## src/rtl/dstd_pkg.sv

```systemverilog
// ----------------------------------------------------------------------------
// dstd_pkg
// Shared types and constants for the data stall timeout detector.
// ----------------------------------------------------------------------------
package dstd_pkg;

  localparam int SampleW  = 32;
  localparam int HoursW   = 5;
  localparam int MinutesW = 6;
  localparam int SecondsW = 6;
  localparam int MicrosW  = 20;

  localparam int SecsPerMin  = 60;
  localparam int SecsPerHour = 3600;

  // Signed seconds difference: at most 31*3600 + 63*60 + 63 in magnitude.
  localparam int ElapsedW = 18;
  localparam int SecsW    = ElapsedW - 1;
  // Signed microsecond difference with room for the unsigned limit.
  localparam int MicroDiffW = MicrosW + 2;

  localparam int CfgDataW = 32;
  localparam int CfgAddrW = 4;

  typedef enum logic [1:0] {
    RegLimitHours   = 2'd0,
    RegLimitMinutes = 2'd1,
    RegLimitSeconds = 2'd2,
    RegLimitMicros  = 2'd3
  } reg_idx_t;

  typedef struct packed {
    logic [HoursW-1:0]   hours;
    logic [MinutesW-1:0] minutes;
    logic [SecondsW-1:0] seconds;
    logic [MicrosW-1:0]  micros;
  } time_t;

  typedef struct packed {
    logic [SampleW-1:0] sample_value;
    time_t              now;
  } item_t;

  typedef struct packed {
    logic changed;
    logic arm;
    logic fire;
  } decision_t;

endpackage

```

## src/rtl/dstd_if.sv

```systemverilog
// ----------------------------------------------------------------------------
// dstd_if
// Valid/ready channels for time-stamped samples and detector results.
// ----------------------------------------------------------------------------
interface dstd_in_if;
  logic                                valid;
  logic                                ready;
  logic [dstd_pkg::SampleW-1:0]        sample_value;
  logic [dstd_pkg::HoursW-1:0]         now_hours;
  logic [dstd_pkg::MinutesW-1:0]       now_minutes;
  logic [dstd_pkg::SecondsW-1:0]       now_seconds;
  logic [dstd_pkg::MicrosW-1:0]        now_micros;

  modport source (
    output valid, sample_value, now_hours, now_minutes, now_seconds, now_micros,
    input  ready
  );
  modport sink (
    input  valid, sample_value, now_hours, now_minutes, now_seconds, now_micros,
    output ready
  );
endinterface

interface dstd_out_if;
  logic valid;
  logic ready;
  logic timed_out;
  logic toggle_bit;

  modport source (output valid, timed_out, toggle_bit, input ready);
  modport sink (input valid, timed_out, toggle_bit, output ready);
endinterface

```

## src/rtl/dstd_cfg_regs.sv

```systemverilog
// ----------------------------------------------------------------------------
// dstd_cfg_regs
// APB register bank holding the four parts of the stall timeout limit.
// ----------------------------------------------------------------------------
module dstd_cfg_regs (
  input  logic                             clk,
  input  logic                             rst_n,
  input  logic                             psel,
  input  logic                             penable,
  input  logic                             pwrite,
  input  logic [dstd_pkg::CfgAddrW-1:0]    paddr,
  input  logic [dstd_pkg::CfgDataW-1:0]    pwdata,
  output logic [dstd_pkg::CfgDataW-1:0]    prdata,
  output logic                             pready,
  output dstd_pkg::time_t                  limit
);

  dstd_pkg::time_t   limit_r;
  dstd_pkg::time_t   limit_nxt;
  dstd_pkg::reg_idx_t idx;
  logic              wr_en;

  assign idx    = dstd_pkg::reg_idx_t'(paddr[dstd_pkg::CfgAddrW-1:2]);
  assign wr_en  = psel && penable && pwrite;
  assign pready = 1'b1;
  assign limit  = limit_r;

  always_comb begin
    limit_nxt = limit_r;
    if (wr_en) begin
      case (idx)
        dstd_pkg::RegLimitHours:   limit_nxt.hours   = pwdata[dstd_pkg::HoursW-1:0];
        dstd_pkg::RegLimitMinutes: limit_nxt.minutes = pwdata[dstd_pkg::MinutesW-1:0];
        dstd_pkg::RegLimitSeconds: limit_nxt.seconds = pwdata[dstd_pkg::SecondsW-1:0];
        dstd_pkg::RegLimitMicros:  limit_nxt.micros  = pwdata[dstd_pkg::MicrosW-1:0];
        default:                   limit_nxt = limit_r;
      endcase
    end
  end

  always_comb begin
    case (idx)
      dstd_pkg::RegLimitHours:   prdata = dstd_pkg::CfgDataW'(limit_r.hours);
      dstd_pkg::RegLimitMinutes: prdata = dstd_pkg::CfgDataW'(limit_r.minutes);
      dstd_pkg::RegLimitSeconds: prdata = dstd_pkg::CfgDataW'(limit_r.seconds);
      dstd_pkg::RegLimitMicros:  prdata = dstd_pkg::CfgDataW'(limit_r.micros);
      default:                   prdata = '0;
    endcase
  end

  always_ff @(posedge clk) begin
    if (!rst_n) begin
      limit_r <= '{hours: '0, minutes: '0, seconds: dstd_pkg::SecondsW'(1), micros: '0};
    end else begin
      limit_r <= limit_nxt;
    end
  end

endmodule

```

## src/rtl/dstd_eval.sv

```systemverilog
// ----------------------------------------------------------------------------
// dstd_eval
// Decides for one sample whether it changes the value, arms, or times out.
// ----------------------------------------------------------------------------
module dstd_eval #(
  parameter int HELD_W = 32
) (
  input  logic [HELD_W-1:0]   sample,
  input  dstd_pkg::time_t     now,
  input  logic [HELD_W-1:0]   held,
  input  logic                armed,
  input  dstd_pkg::time_t     start,
  input  dstd_pkg::time_t     limit,
  output dstd_pkg::decision_t dec
);

  localparam int EW = dstd_pkg::ElapsedW;
  localparam int SW = dstd_pkg::SecsW;
  localparam int UW = dstd_pkg::MicroDiffW;

  logic signed [dstd_pkg::HoursW:0]   dh;
  logic signed [dstd_pkg::MinutesW:0] dm;
  logic signed [dstd_pkg::SecondsW:0] ds;
  logic signed [EW-1:0]               elapsed;
  logic [SW-1:0]                      elapsed_abs;
  logic [SW-1:0]                      lim_secs;
  logic signed [UW-1:0]               du;
  logic signed [UW-1:0]               lim_us;
  logic                               over;

  assign dh = $signed({1'b0, now.hours})   - $signed({1'b0, start.hours});
  assign dm = $signed({1'b0, now.minutes}) - $signed({1'b0, start.minutes});
  assign ds = $signed({1'b0, now.seconds}) - $signed({1'b0, start.seconds});

  assign elapsed = EW'(ds)
                 + EW'(dm) * EW'(dstd_pkg::SecsPerMin)
                 + EW'(dh) * EW'(dstd_pkg::SecsPerHour);

  // Time stamps earlier than the start count as elapsed time as well.
  assign elapsed_abs = elapsed[EW-1] ? SW'(-elapsed) : SW'(elapsed);

  assign lim_secs = SW'(limit.seconds)
                  + SW'(limit.minutes) * SW'(dstd_pkg::SecsPerMin)
                  + SW'(limit.hours) * SW'(dstd_pkg::SecsPerHour);

  assign du     = $signed({2'b00, now.micros}) - $signed({2'b00, start.micros});
  assign lim_us = $signed({2'b00, limit.micros});

  assign over = (elapsed_abs > lim_secs) || ((elapsed_abs == lim_secs) && (du >= lim_us));

  assign dec.changed = (sample != held);
  assign dec.arm     = !dec.changed && !armed;
  assign dec.fire    = !dec.changed && armed && over;

endmodule

```

## src/rtl/data_stall_timeout_detector_core.sv

```systemverilog
// ----------------------------------------------------------------------------
// data_stall_timeout_detector_core
// Flags a monitored value that has stayed unchanged for longer than a limit.
// ----------------------------------------------------------------------------
// Each sample transaction yields exactly one result transaction. A sample is
// registered on acceptance, evaluated against the held value and start time
// once the result register is free or drains, and written to the result
// register; one sample can be taken every clock while the result side keeps
// up. The single evaluation stage, which also updates the detector state,
// sets that rate. timed_out is high on the sample that crossed the limit and
// toggle_bit inverts on every timeout. The limit registers reset to one
// second and should be written only while no transaction is in flight.
module data_stall_timeout_detector_core #(
  parameter int DATA_WIDTH = 32
) (
  input  logic                          clk,
  input  logic                          rst_n,
  dstd_in_if.sink                       in_if,
  dstd_out_if.source                    out_if,
  input  logic                          cfg_psel,
  input  logic                          cfg_penable,
  input  logic                          cfg_pwrite,
  input  logic [dstd_pkg::CfgAddrW-1:0] cfg_paddr,
  input  logic [dstd_pkg::CfgDataW-1:0] cfg_pwdata,
  output logic [dstd_pkg::CfgDataW-1:0] cfg_prdata,
  output logic                          cfg_pready
);

  localparam int HeldW = (DATA_WIDTH < dstd_pkg::SampleW) ? DATA_WIDTH : dstd_pkg::SampleW;

  dstd_pkg::time_t     limit;
  dstd_pkg::decision_t dec;

  logic                s1_valid_r;
  logic                s1_valid_nxt;
  dstd_pkg::item_t     s1_item_r;
  logic                s1_go;

  logic [HeldW-1:0]    held_r;
  logic [HeldW-1:0]    held_nxt;
  logic                armed_r;
  logic                armed_nxt;
  dstd_pkg::time_t     start_r;
  dstd_pkg::time_t     start_nxt;
  logic                flip_r;
  logic                flip_nxt;

  logic                out_valid_r;
  logic                out_valid_nxt;
  logic                out_timed_out_r;
  logic                out_timed_out_nxt;

  dstd_cfg_regs u_cfg (
    .clk     (clk),
    .rst_n   (rst_n),
    .psel    (cfg_psel),
    .penable (cfg_penable),
    .pwrite  (cfg_pwrite),
    .paddr   (cfg_paddr),
    .pwdata  (cfg_pwdata),
    .prdata  (cfg_prdata),
    .pready  (cfg_pready),
    .limit   (limit)
  );

  dstd_eval #(
    .HELD_W (HeldW)
  ) u_eval (
    .sample (s1_item_r.sample_value[HeldW-1:0]),
    .now    (s1_item_r.now),
    .held   (held_r),
    .armed  (armed_r),
    .start  (start_r),
    .limit  (limit),
    .dec    (dec)
  );

  // The evaluation stage moves whenever the result register is free or drains.
  assign s1_go       = s1_valid_r && (!out_valid_r || out_if.ready);
  assign in_if.ready = !s1_valid_r || s1_go;

  assign out_if.valid      = out_valid_r;
  assign out_if.timed_out  = out_timed_out_r;
  assign out_if.toggle_bit = flip_r;

  always_comb begin
    s1_valid_nxt = in_if.ready ? in_if.valid : s1_valid_r;
    held_nxt          = held_r;
    armed_nxt         = armed_r;
    start_nxt         = start_r;
    flip_nxt          = flip_r;
    out_timed_out_nxt = out_timed_out_r;
    out_valid_nxt     = out_valid_r && !out_if.ready;
    if (s1_go) begin
      out_valid_nxt     = 1'b1;
      out_timed_out_nxt = dec.fire;
      if (dec.changed) begin
        held_nxt  = s1_item_r.sample_value[HeldW-1:0];
        armed_nxt = 1'b0;
      end else if (dec.arm) begin
        armed_nxt = 1'b1;
        start_nxt = s1_item_r.now;
      end else if (dec.fire) begin
        armed_nxt = 1'b0;
        flip_nxt  = !flip_r;
      end
    end
  end

  always_ff @(posedge clk) begin
    if (in_if.ready) begin
      s1_item_r.sample_value <= in_if.sample_value;
      s1_item_r.now.hours    <= in_if.now_hours;
      s1_item_r.now.minutes  <= in_if.now_minutes;
      s1_item_r.now.seconds  <= in_if.now_seconds;
      s1_item_r.now.micros   <= in_if.now_micros;
    end
  end

  always_ff @(posedge clk) begin
    if (!rst_n) begin
      s1_valid_r      <= 1'b0;
      held_r          <= '0;
      armed_r         <= 1'b0;
      start_r         <= '0;
      flip_r          <= 1'b0;
      out_valid_r     <= 1'b0;
      out_timed_out_r <= 1'b0;
    end else begin
      s1_valid_r      <= s1_valid_nxt;
      held_r          <= held_nxt;
      armed_r         <= armed_nxt;
      start_r         <= start_nxt;
      flip_r          <= flip_nxt;
      out_valid_r     <= out_valid_nxt;
      out_timed_out_r <= out_timed_out_nxt;
    end
  end

  // A timeout toggles the flip bit and leaves the detector disarmed.
  a_fire_toggles: assert property (@(posedge clk) disable iff (!rst_n)
    (s1_go && dec.fire) |=> (flip_r != $past(flip_r)) && !armed_r)
    else $error("timeout did not toggle the flip bit and disarm");

  // The flip bit moves only on a timeout.
  a_flip_only_on_fire: assert property (@(posedge clk) disable iff (!rst_n)
    !(s1_go && dec.fire) |=> $stable(flip_r))
    else $error("flip bit changed without a timeout");

  // A full pipeline with a stalled result side takes no new sample.
  a_full_no_accept: assert property (@(posedge clk) disable iff (!rst_n)
    (s1_valid_r && out_valid_r && !out_if.ready) |-> !in_if.ready)
    else $error("sample accepted while pipeline full");

  // Every evaluated sample yields a result on the next cycle.
  a_result_follows: assert property (@(posedge clk) disable iff (!rst_n)
    s1_go |=> out_valid_r && (out_if.timed_out == $past(dec.fire)))
    else $error("evaluated sample produced no matching result");

endmodule
```

## src/flat_wrapper.sv

```systemverilog
// flat-port wrapper written by rule: the top's interface ports become plain ports
module data_stall_timeout_detector_core_flat 
#(
  parameter int DATA_WIDTH = 32
)
  (clk, rst_n, cfg_psel, cfg_penable, cfg_pwrite, cfg_paddr, cfg_pwdata, cfg_prdata, cfg_pready, in_if_valid, in_if_sample_value, in_if_now_hours, in_if_now_minutes, in_if_now_seconds, in_if_now_micros, in_if_ready, out_if_valid, out_if_timed_out, out_if_toggle_bit, out_if_ready);
  dstd_in_if in_if_i ();
  dstd_out_if out_if_i ();
  input  logic clk;
  input  logic rst_n;
  input  logic cfg_psel;
  input  logic cfg_penable;
  input  logic cfg_pwrite;
  input  logic [dstd_pkg::CfgAddrW-1:0] cfg_paddr;
  input  logic [dstd_pkg::CfgDataW-1:0] cfg_pwdata;
  output logic [dstd_pkg::CfgDataW-1:0] cfg_prdata;
  output logic cfg_pready;
  input wire logic [$bits(in_if_i.valid)-1:0] in_if_valid;
  input wire logic [$bits(in_if_i.sample_value)-1:0] in_if_sample_value;
  input wire logic [$bits(in_if_i.now_hours)-1:0] in_if_now_hours;
  input wire logic [$bits(in_if_i.now_minutes)-1:0] in_if_now_minutes;
  input wire logic [$bits(in_if_i.now_seconds)-1:0] in_if_now_seconds;
  input wire logic [$bits(in_if_i.now_micros)-1:0] in_if_now_micros;
  output wire logic [$bits(in_if_i.ready)-1:0] in_if_ready;
  output wire logic [$bits(out_if_i.valid)-1:0] out_if_valid;
  output wire logic [$bits(out_if_i.timed_out)-1:0] out_if_timed_out;
  output wire logic [$bits(out_if_i.toggle_bit)-1:0] out_if_toggle_bit;
  input wire logic [$bits(out_if_i.ready)-1:0] out_if_ready;
  assign in_if_i.valid = in_if_valid;
  assign in_if_i.sample_value = in_if_sample_value;
  assign in_if_i.now_hours = in_if_now_hours;
  assign in_if_i.now_minutes = in_if_now_minutes;
  assign in_if_i.now_seconds = in_if_now_seconds;
  assign in_if_i.now_micros = in_if_now_micros;
  assign in_if_ready = in_if_i.ready;
  assign out_if_valid = out_if_i.valid;
  assign out_if_timed_out = out_if_i.timed_out;
  assign out_if_toggle_bit = out_if_i.toggle_bit;
  assign out_if_i.ready = out_if_ready;
  data_stall_timeout_detector_core #(.DATA_WIDTH(DATA_WIDTH)) u_core (.clk(clk), .rst_n(rst_n), .in_if(in_if_i), .out_if(out_if_i), .cfg_psel(cfg_psel), .cfg_penable(cfg_penable), .cfg_pwrite(cfg_pwrite), .cfg_paddr(cfg_paddr), .cfg_pwdata(cfg_pwdata), .cfg_prdata(cfg_prdata), .cfg_pready(cfg_pready));
endmodule
```

## config.mk

```make
export PLATFORM = sky130hd
export DESIGN_NAME = data_stall_timeout_detector_core_flat
export DESIGN_NICKNAME = d
export VERILOG_FILES = /design/src/rtl/dstd_pkg.sv /design/src/rtl/dstd_if.sv /design/src/rtl/dstd_cfg_regs.sv /design/src/rtl/dstd_eval.sv /design/src/rtl/data_stall_timeout_detector_core.sv /design/src/flat_wrapper.sv
export SDC_FILE = /design/constraint.sdc
export NUM_CORES = 1
export LEC_CHECK = 0
export BUFFER_PORTS_ARGS = -buffer_cell sky130_fd_sc_hd__buf_2
export CAP_MARGIN = 0
export CELL_PAD_IN_SITES_DETAIL_PLACEMENT = 0
export CELL_PAD_IN_SITES_GLOBAL_PLACEMENT = 1
export CORE_MARGIN = 1.5
export CORE_UTILIZATION = 52
export CTS_BUF_LIST = sky130_fd_sc_hd__clkbuf_4 sky130_fd_sc_hd__clkbuf_8
export DETAILED_ROUTE_END_ITERATION = 10
export GPL_TIMING_DRIVEN = 0
export HOLD_SLACK_MARGIN = 0.03
export PLACE_DENSITY = 0.85
export SKIP_CTS_REPAIR_TIMING = 1
export SYNTH_ARGS = -nofsm -noshare
export SYNTH_HDL_FRONTEND = slang
export SYNTH_SLANG_ARGS = --single-unit
```

## constraint.sdc

```tcl
create_clock -name clk -period 13.3 [get_ports clk]
set_input_delay 1.995 -clock clk [delete_from_list [all_inputs] [get_ports clk]]
set_output_delay 1.995 -clock clk [all_outputs]
set_load 0.005 [all_outputs]
```

==> After elaboration in Yosys (flattened, before gate mapping) <==
Index checks and enable logic that the tools add are counted.
{ "totals": {"out_inout_bits": 37, "ff_bits": 180, "in_bits": 112} }
{ "classes": {"magnitude_cmp": 2, "n_eq_ne": 5, "reduce_logical": 27, "n_mux": 6, "add_sub_neg": 9, "n_mul": 4, "bitwise": 2} }
{ "op_table": {"columns": ["cell", "count"], "rows": [
  ["$pmux 32 s4", 1],
  ["$ne 32x32->1", 1],
  ["$ge 21x21->1", 1],
  ["$sub 20x20->21", 1],
  ["$add 15x18->18", 1],
  ["$add 13x17->17", 1],
  ["$eq 17x17->1", 1],
  ["$gt 17x17->1", 1],
  ["$mux 17", 1],
  ["$neg 17->17", 1],
  ["$add 7x14->15", 1],
  ["$mul 6x9->14 const B", 1],
  ["$sub 6x6->7", 2],
  ["$add 6x12->13", 1],
  ["$mul 5x8->13 const B", 1],
  ["$mul 7x5->12 const B", 1],
  ["$reduce_and 2->1", 6],
  ["$mul 6x4->10 const B", 1],
  ["$logic_and 1x1->1", 8],
  ["$logic_not 1->1", 6],
  ["$sub 5x5->6", 1],
  ["$eq 2x2->1 const B", 2],
  ["$mux 1", 4],
  ["$reduce_and 4->1", 1],
  ["6 further kinds", 9]
]} }

==> Logic depth before layout (Yosys ltp) <==
Gate-level depths: netlist of run 1.
{ "depth": {"depth_word": 13, "mapped_depth": 42, "ltp_nobuf": 41} }

==> Modules after synthesis <==
From an unflattened synthesis of run 1, not the netlist that was laid out.
{ "unflattened": {"cells_unflattened": 1473, "area_unflattened_um2": 14043.5} }
{ "by_module_without_submodules": {"columns": ["module", "cells_per_inst", "area_per_inst_um2", "n_inst", "seq_area_each_um2"], "rows": [
  ["dstd_eval", 888, 7153.1, 1, 0.0],
  ["data_stall_timeout_detector_core", 394, 5031.1, 1, 3553.4],
  ["dstd_cfg_regs", 191, 1859.3, 1, 740.7]
]} }

==> Least setup slack after synthesis of run 1 <==
Ideal clock, no wire load.
{ "synth_path": {"path_type": "register to register", "from": "reg, netlist name u_core.s1_item_r[26]", "to": "reg u_core.flip_r (netlist: u_core.out_if.toggle_bit)", "slack_ps": 5132, "t_arrival_ps": 8053, "path_buffers": 1, "t_required_ps": 13185, "stages_incl_launch_ff": 39, "setup_ps": 115, "synth_period_minus_slack_ps": 8168, "cell_sequence": "edfxtp_1 -> inv_1 -> ha_1 -> inv_1 -> fa_1 -> a21o_1 -> a21oi_1 -> xnor2_1 -> ha_1 -> ha_1 -> xnor2_1 -> fa_1 -> ha_1 -> inv_1 -> a21oi_1 -> o21a_1 -> o21ai_0 -> nand2b_1 -> [... 3 more ...] -> ha_1 -> o21a_1 -> nor2_1 -> a21oi_2 -> a31oi_4 -> xnor2_4 -> buf_6 -> nor2_1 -> xor2_1 -> ha_1 -> a21o_1 -> a21o_1 -> a211o_1 -> o221a_2 -> o211ai_1 -> nor4_1 -> xor2_1 -> and2_1"} }
{ "synth_between": {"elab_chain_len": 11, "word_cells_on_any_way": 12, "cone_classes": "4 x add/sub; 1 x mul; 1 x order compare; 1 x eq/ne; 1 x mux; 4 x reduce/logical"} }
{ "synth_lines": {"columns": ["item", "line_no", "source"], "rows": [
  ["$sub 6x6->7 *", "dstd_eval.sv:32", "assign dm = $signed({1'b0, now.minutes}) - $signed({1'b0, start.minutes});"],
  ["$mul 7x5->12 *", "dstd_eval.sv:36", "+ EW'(dm) * EW'(dstd_pkg::SecsPerMin)"],
  ["$add 7x14->15 *", "dstd_eval.sv:36", null],
  ["$add 15x18->18 *", "dstd_eval.sv:37", "+ EW'(dh) * EW'(dstd_pkg::SecsPerHour);"],
  ["$neg 17->17", "dstd_eval.sv:40", "assign elapsed_abs = elapsed[EW-1] ? SW'(-elapsed) : SW'(elapsed);"],
  ["$mux 17 *", "dstd_eval.sv:40", null],
  ["parallel branches: the longest is 2 deep, another holds $gt 17x17->1", null, null],
  ["$logic_or 1x1->1 *", "dstd_eval.sv:49", "assign over = (elapsed_abs > lim_secs) || ((elapsed_abs == lim_secs) && (du >= lim_us));"],
  ["$logic_and 1x1->1 *", "dstd_eval.sv:53", "assign dec.fire = !dec.changed && armed && over;"],
  ["$reduce_and 4->1 (no source line) *", null, null],
  ["to (signal assigned)", "data_stall_timeout_detector_core.sv:134", "flip_r <= flip_nxt;"],
  ["to (decl)", "data_stall_timeout_detector_core.sv:45", "logic flip_r;"]
]} }
Mark *: on every way between the ends.
A chain may end at the register's enable or synchronous reset.

==> Worst setup path in the final report of run 1 <==
{ "layout_path": {"from": "reg, netlist name u_core.s1_item_r[26]", "to": "reg u_core.flip_r (netlist: u_core.out_if.toggle_bit)"} }
{ "layout_between": {"elab_chain_len": 11, "word_cells_on_any_way": 12, "cone_classes": "4 x add/sub; 1 x mul; 1 x order compare; 1 x eq/ne; 1 x mux; 4 x reduce/logical"} }
{ "layout_lines": {"columns": ["item", "line_no"], "rows": [
  ["$sub 6x6->7 *", "dstd_eval.sv:32"],
  ["$mul 7x5->12 *", "dstd_eval.sv:36"],
  ["$add 7x14->15 *", "dstd_eval.sv:36"],
  ["$add 15x18->18 *", "dstd_eval.sv:37"],
  ["$neg 17->17", "dstd_eval.sv:40"],
  ["$mux 17 *", "dstd_eval.sv:40"],
  ["parallel branches: the longest is 2 deep, another holds $gt 17x17->1", null],
  ["$logic_or 1x1->1 *", "dstd_eval.sv:49"],
  ["$logic_and 1x1->1 *", "dstd_eval.sv:53"],
  ["$reduce_and 4->1 (no source line) *", null]
]} }
Marks and branches as above.

==> results of run 1 <==
==> final timing paths <==
path,start,slack (ns),depth (start not counted),to
min reg2reg,u_core.u_cfg.limit[7],0.47,2,u_core.u_cfg.limit[7]
min,u_core.u_cfg.limit[7],0.47,2,u_core.u_cfg.limit[7]
max reg2reg,u_core.s1_item_r[26],3.98,38,u_core.out_if.toggle_bit
max,u_core.s1_item_r[26],3.98,38,u_core.out_if.toggle_bit
==> per-stage QoR <==
step | utilization, % | hold slack (ns)
after floorplan | - | 0.443
after global placement | 56.9 | 0.451
after detailed placement | 56.9 | 0.459
after CTS | 58.5 | 0.473
after global routing | 58.5 | 0.488
final | 58.5 | 0.471
==> flip-flops by register name, indices dropped and copies added (netlist names) <==
signal,flops
u_core.out_if.toggle_bit,1
u_core.s1_item_r,69
u_core.s1_valid_r,1
u_core.u_cfg.limit,37
u_core.out_if.timed_out,1
u_core.armed_r,1
u_core.out_if.valid,1
u_core.held_r,32
u_core.start_r,37
==> cell families (layout without fill, tap and decap cells) <==
family	Yosys count	count (layout)	synth area share [%]
buffers and inverters	219	371	6.51
multiplexers	91	91	7.11
adder cells (fa/ha/maj)	230	230	23.6
other	2	13	0.0548
AO/OA/AOI/OAI	230	230	11.6
flip-flops	180	180	31.3
AND/OR/NAND/NOR	304	304	11.5
XOR/XNOR	128	128	8.31
==> placed cells by master (no fill, tap or decap), types with 8 or more instances in the layout <==
cell type and count:
clkbuf_1 21, buf_2 125, a21boi_0 22, a21o_1 42, clkbuf_8 17, o21bai_1 11, mux2i_1 85, nor3_1 17
dfxtp_1 111, nand4_1 13, ha_1 183, xnor2_1 93, conb_1 13, fa_1 47, nand3_1 8, inv_1 177
xor2_1 34, a21oi_1 63, buf_4 15, nor2b_1 98, edfxtp_1 69, o21a_1 10, nand2b_1 14, nand2_1 71
o21ai_0 32, nor2_1 56
==> critical path: cells and delay by family, from the launching register on <==
kind                     cells  cell delay, ns
AO/OA/AOI/OAI               11            1.90
AND/OR/NAND/NOR              8            1.51
adder cells (fa/ha/maj)      9            3.13
flip-flops                   1            0.43
buffers and inverters        4            0.39
XOR/XNOR                     6            1.84
==> cell type report <==
class                   count  area [um^2]
fillers                  2307        10800
multi-input cells         996         8570
flip-flops and latches    180         4290
inverters                 177          664
repair buffers            120          601
well taps                 335          419
clock buffers              17          234
plain buffers              42          228
clock inverters            15          178
==> per-layer routing <==
metal  global-route usage, %  up-vias  share of wire, %
met1                    26.1     4341                48
met2                    34.1      117                48
met4                    4.34        2              0.96
li1                        -     4963                 -
met5                       0        -             0.051
met3                    2.60       22               3.0
==> report_power, final <==
| part | leakage [uW] | total (uW) | internal [uW] | switching [uW] |
|---|---|---|---|---|
| Combinational | 0.00477 | 2600 | 1200 | 1400 |
| Sequential | 0.00163 | 606 | 592 | 14.6 |
| Clock | 0.000207 | 375 | 144 | 231 |
==> impl_metrics.yaml, run 1 <==
outcome:
  status: "complete, no violations"
synth:
  synth_cell_types: 67
  synth_seq_cells: 180
  synth_top_area_share_pct: 16.7
  async_flop_share_pct: 0
  synth_cells: 1384
  yosys-top-cells-count: "ha_1 (183), inv_1 (177), dfxtp_1 (111), nor2b_1 (98), xnor2_1 (93)"
  netlist_area_um2: 13700
  synth_top_area_cell: "ha_1"
  synthFlopType: "dfxtp_1"
  yosys_warnings: 0
  yosysMostFrequentCell: "ha_1"
  synth_area_per_cell_um2: 9.91
  synth.area.top_cells: "ha_1 (17%), dfxtp_1 (16%), edfxtp_1 (15%)"
  seq_area_frac_synth_pct: 31.3
  synth_edf_count: 69
critical_path:
  critPathArrivalTime_ns: 9.69
  crit_top_cell: "ha_1"
  critPathCaptureType: "flop"
  crit_type: "flop to flop"
  crit_slowest_cell: "xnor2_1"
  start_kind: "flop"
  cp.required_ns: 13.67
  cp_slowest_stage_delay_ns: 0.67
  worstPathMaxFanout: 10
power:
  power_uw: 3580
  ir_drop_uv: 798
  power.leakage_uw: 0.00661
  power-per-cell-area_nw_per_um2: 236
placement:
  portBuffers: 120
  pre_cts_slack_ns: 3.87
  placed_cells: 1850
  placed_cell_area_um2: 14800
  hpwl_mm: 21.1
  place.gp.congestion: 0.823
grt:
  track_usage_pct: 19.7
  grt_max_degree: 71
  grt_overflow: 0
  grt_pass1_vias: 9022
  antenna_found_initial: 1
  grt_pass1_wl_mm: 42.7
clock_network:
  cts_tree: "built"
  h-tree-depth: 4
  cts.path.max_buffers: 2
  insertion_delay_ns: 0.48
  cts.sinks: 180
  cts_buffers: 17
  clk_pin_slew_ns: 0.11
  root_buffer: "clkbuf_8"
floorplanning:
  start_util_pct: 52.8
  rows: 59
  num_io_pins: 149
  die_y_um: 165
  coreArea_um2: 26000
  die-area_um2: 27400
  die_w_um: 165
sta:
  period_minus_slack_ns: 9.32
  fin_setup_tns_ns: 0
  relSlewSlack_pct: 33.8
  worst_slack_ns: 3.98
  maxSlewViolCount: 0
  maxClockFrequency_mhz: 107
  setup_violations: 0
  post-route-period-util_pct: 70.1
  worstMarginPinSlew_ns: 0.986
  hold_viol: 0
  fin_skew_ns: 0.0138
  rsz0062_at_grt: "no"
min_path:
  min_path_type: "flop to flop"
detailed_routing:
  wl_per_cell_um: 13.7
  firstDrtPassIters: 4
  dr_total_vias: 9445
  antenna_left: 0
  drtIter0Drc: 371
  avgViaCountPerCell: 5.02
  drc: 0
  routed_wl_mm: 25.7
finish:
  drive_above_1_share_pct: 13.2
  design_area_um2: 15200
  diodes: 0
  syn_to_final_growth_pct: 10.8
  fin_nets: 1876
  instances_no_fill: 1882
flow_run:
  cap_violations: 0
Note: power is estimated with default switching activity, not from simulation.
==> inputs of run 2 (changes only) <==
--- a/config.mk
+++ b/config.mk
@@ -10,12 +10,12 @@
 export CELL_PAD_IN_SITES_DETAIL_PLACEMENT = 0
 export CELL_PAD_IN_SITES_GLOBAL_PLACEMENT = 1
 export CORE_MARGIN = 1.5
-export CORE_UTILIZATION = 52
+export CORE_UTILIZATION = 44
 export CTS_BUF_LIST = sky130_fd_sc_hd__clkbuf_4 sky130_fd_sc_hd__clkbuf_8
 export DETAILED_ROUTE_END_ITERATION = 10
 export GPL_TIMING_DRIVEN = 0
 export HOLD_SLACK_MARGIN = 0.03
-export PLACE_DENSITY = 0.85
+export PLACE_DENSITY = 0.76
 export SKIP_CTS_REPAIR_TIMING = 1
 export SYNTH_ARGS = -nofsm -noshare
 export SYNTH_HDL_FRONTEND = slang
==> constraint.sdc (replaced) <==
create_clock -name clk -period 7.7 [get_ports clk]
set_input_delay 1.155 -clock clk [delete_from_list [all_inputs] [get_ports clk]]
set_output_delay 1.155 -clock clk [all_outputs]
set_load 0.005 [all_outputs]
==> impl_metrics.yaml, run 2 (synthesis gave the netlist of run 1 again) <==
sta:
  fin_setup_tns_ns: -1.12
  rsz0062_at_grt: "yes"
  worst_slack_ns: -0.498
  maxClockFrequency_mhz: 122
  maxSlewViolCount: 0
  period_minus_slack_ns: 8.20
  worst_hold_slack_ns: 0.478
  worstMarginPinSlew_ns: 1.13
  hold_viol: 0
  relSlewSlack_pct: 24.4
  setup_violations: 3
  fin_skew_ns: 0.0170
  post-route-period-util_pct: 106
clock_network:
  h-tree-depth: 4
  insertion_delay_ns: 0.47
  cts.path.max_buffers: 2
  cts_buffers: 17
  cts.sinks: 180
  root_buffer: "clkbuf_8"
  cts_tree: "built"
  clk_pin_slew_ns: 0.11
critical_path:
  critPathCaptureType: "flop"
  cp-startpoint: "u_core.s1_item_r[26]"
  cp.required_ns: 8.08
  start_kind: "flop"
  r2r_slack_ns: -0.50
  critPathArrivalTime_ns: 8.58
  worstPathMaxFanout: 8
  crit_slowest_cell: "fa_1"
  rr_startpoint: "u_core.s1_item_r[26]"
  cp_slowest_stage_delay_ns: 0.56
  crit_type: "flop to flop"
finish:
  largest-register: "u_core.s1_item_r"
  largest_reg_flops: 69
  fillCellCount: 2886
  instances_no_fill: 1963
  final_cell_mix: "inv_1 (172), ha_1 (168), buf_2 (126), dfxtp_1 (111), nor2b_1 (98)"
  final_common_cell: "inv_1"
  utilization_pct: 51.6
  diodes: 0
  fin_nets: 1896
  syn_to_final_growth_pct: 15.4
  drive_above_1_share_pct: 17.2
floorplanning:
  die_y_um: 180
  start_util_pct: 44.7
  die-area_um2: 32200
  rows: 64
  num_io_pins: 149
  die_w_um: 180
  coreArea_um2: 30700
outcome:
  violations: "negative setup slack"
  status: "finished, violations left"
placement:
  portBuffers: 120
  place.gp.congestion: 0.814
  pre_cts_slack_ns: -1.24
  placed_cells: 1911
  hpwl_mm: 21.9
detailed_routing:
  avgViaCountPerCell: 4.86
  antenna_left: 0
  dr_total_vias: 9537
  routed_wl_mm: 27.1
  drc: 0
  drtIter0Drc: 284
  wl_per_cell_um: 13.8
  firstDrtPassIters: 5
power:
  power-per-cell-area_nw_per_um2: 437
  power.leakage_uw: 0.00675
  ir_drop_uv: 823
min_path:
  hold_start: "u_core.u_cfg.limit[18]"
  min_path_type: "flop to flop"
grt:
  antenna_found_initial: 2
  track_usage_pct: 17.0
  grt_overflow: 0
  grt_max_degree: 71
  grt_pass1_wl_mm: 45.2
  grt_pass1_vias: 9448
flow_run:
  cap_violations: 0
==> run 2: cell types whose count changed in the layout (fill, tap and decap cells not counted), moves of 4 or more <==
cell	delta
ha_4	+14
xnor2_1	-6
inv_2	+5
a21oi_1	-7
o21ai_0	-6
buf_4	+16
a21oi_2	+6
inv_1	-5
ha_1	-15
clkinv_8	-4
nor2_1	-4
o21ai_1	+6
==> run 2: per-layer routing <==
layer / global-route usage [%] / vias to the layer above / share of wire (%)
met4: 5.00 / 4 / 1.7
met5: 0 / - / 0.11
met2: 28.6 / 122 / 46
met3: 2.69 / 37 / 2.6
li1: - / 4989 / -
met1: 22.6 / 4385 / 50
==> run 2: layout make-up <==
class	instances	area, um^2	area share (%)
Timing Repair Buffer	140	768	4.86
Clock buffer	19	255	1.61
Tap cell	396	495	3.13
Clock inverter	13	136	0.862
Buffer	42	228	1.44
Sequential cell	180	4290	27.1
Multi-Input combinational cell	996	8980	56.8
Inverter	177	664	4.20
==> run 2: worst max-delay path: cells and delay by family (launching register included) <==
kind / cells / cell delay (ns)
fa+ha+maj: 9 / 3.27
simple gates: 9 / 1.28
compound gates: 10 / 1.73
buf+inv: 7 / 0.66
flops: 1 / 0.43
xor+xnor: 4 / 0.72
==> run 2: power by group <==
group	internal, uW	total (uW)	leakage, uW	switching (uW)
sequential	1020	1050	0.00163	24.9
clock	253	630	0.000194	377
combinational	2510	5230	0.00493	2720
==> run 2: final timing paths <==
path | cells after the start | end
setup reg to reg | 39 | u_core.out_if.toggle_bit
hold reg to reg | 2 | u_core.u_cfg.limit[18]
setup / recovery | 39 | u_core.out_if.toggle_bit
hold / removal | 2 | u_core.u_cfg.limit[18]
==> run 2: per-stage QoR <==
| stage | area [um^2] | power (uW) |
|---|---|---|
| after CTS | 15400 | 6400 |
| after detailed placement | 15000 | 5730 |
| after global placement | 15000 | 5640 |
| final | 15800 | 6910 |
| after floorplan | 13900 | 4900 |
| after global routing | 15800 | 7630 |
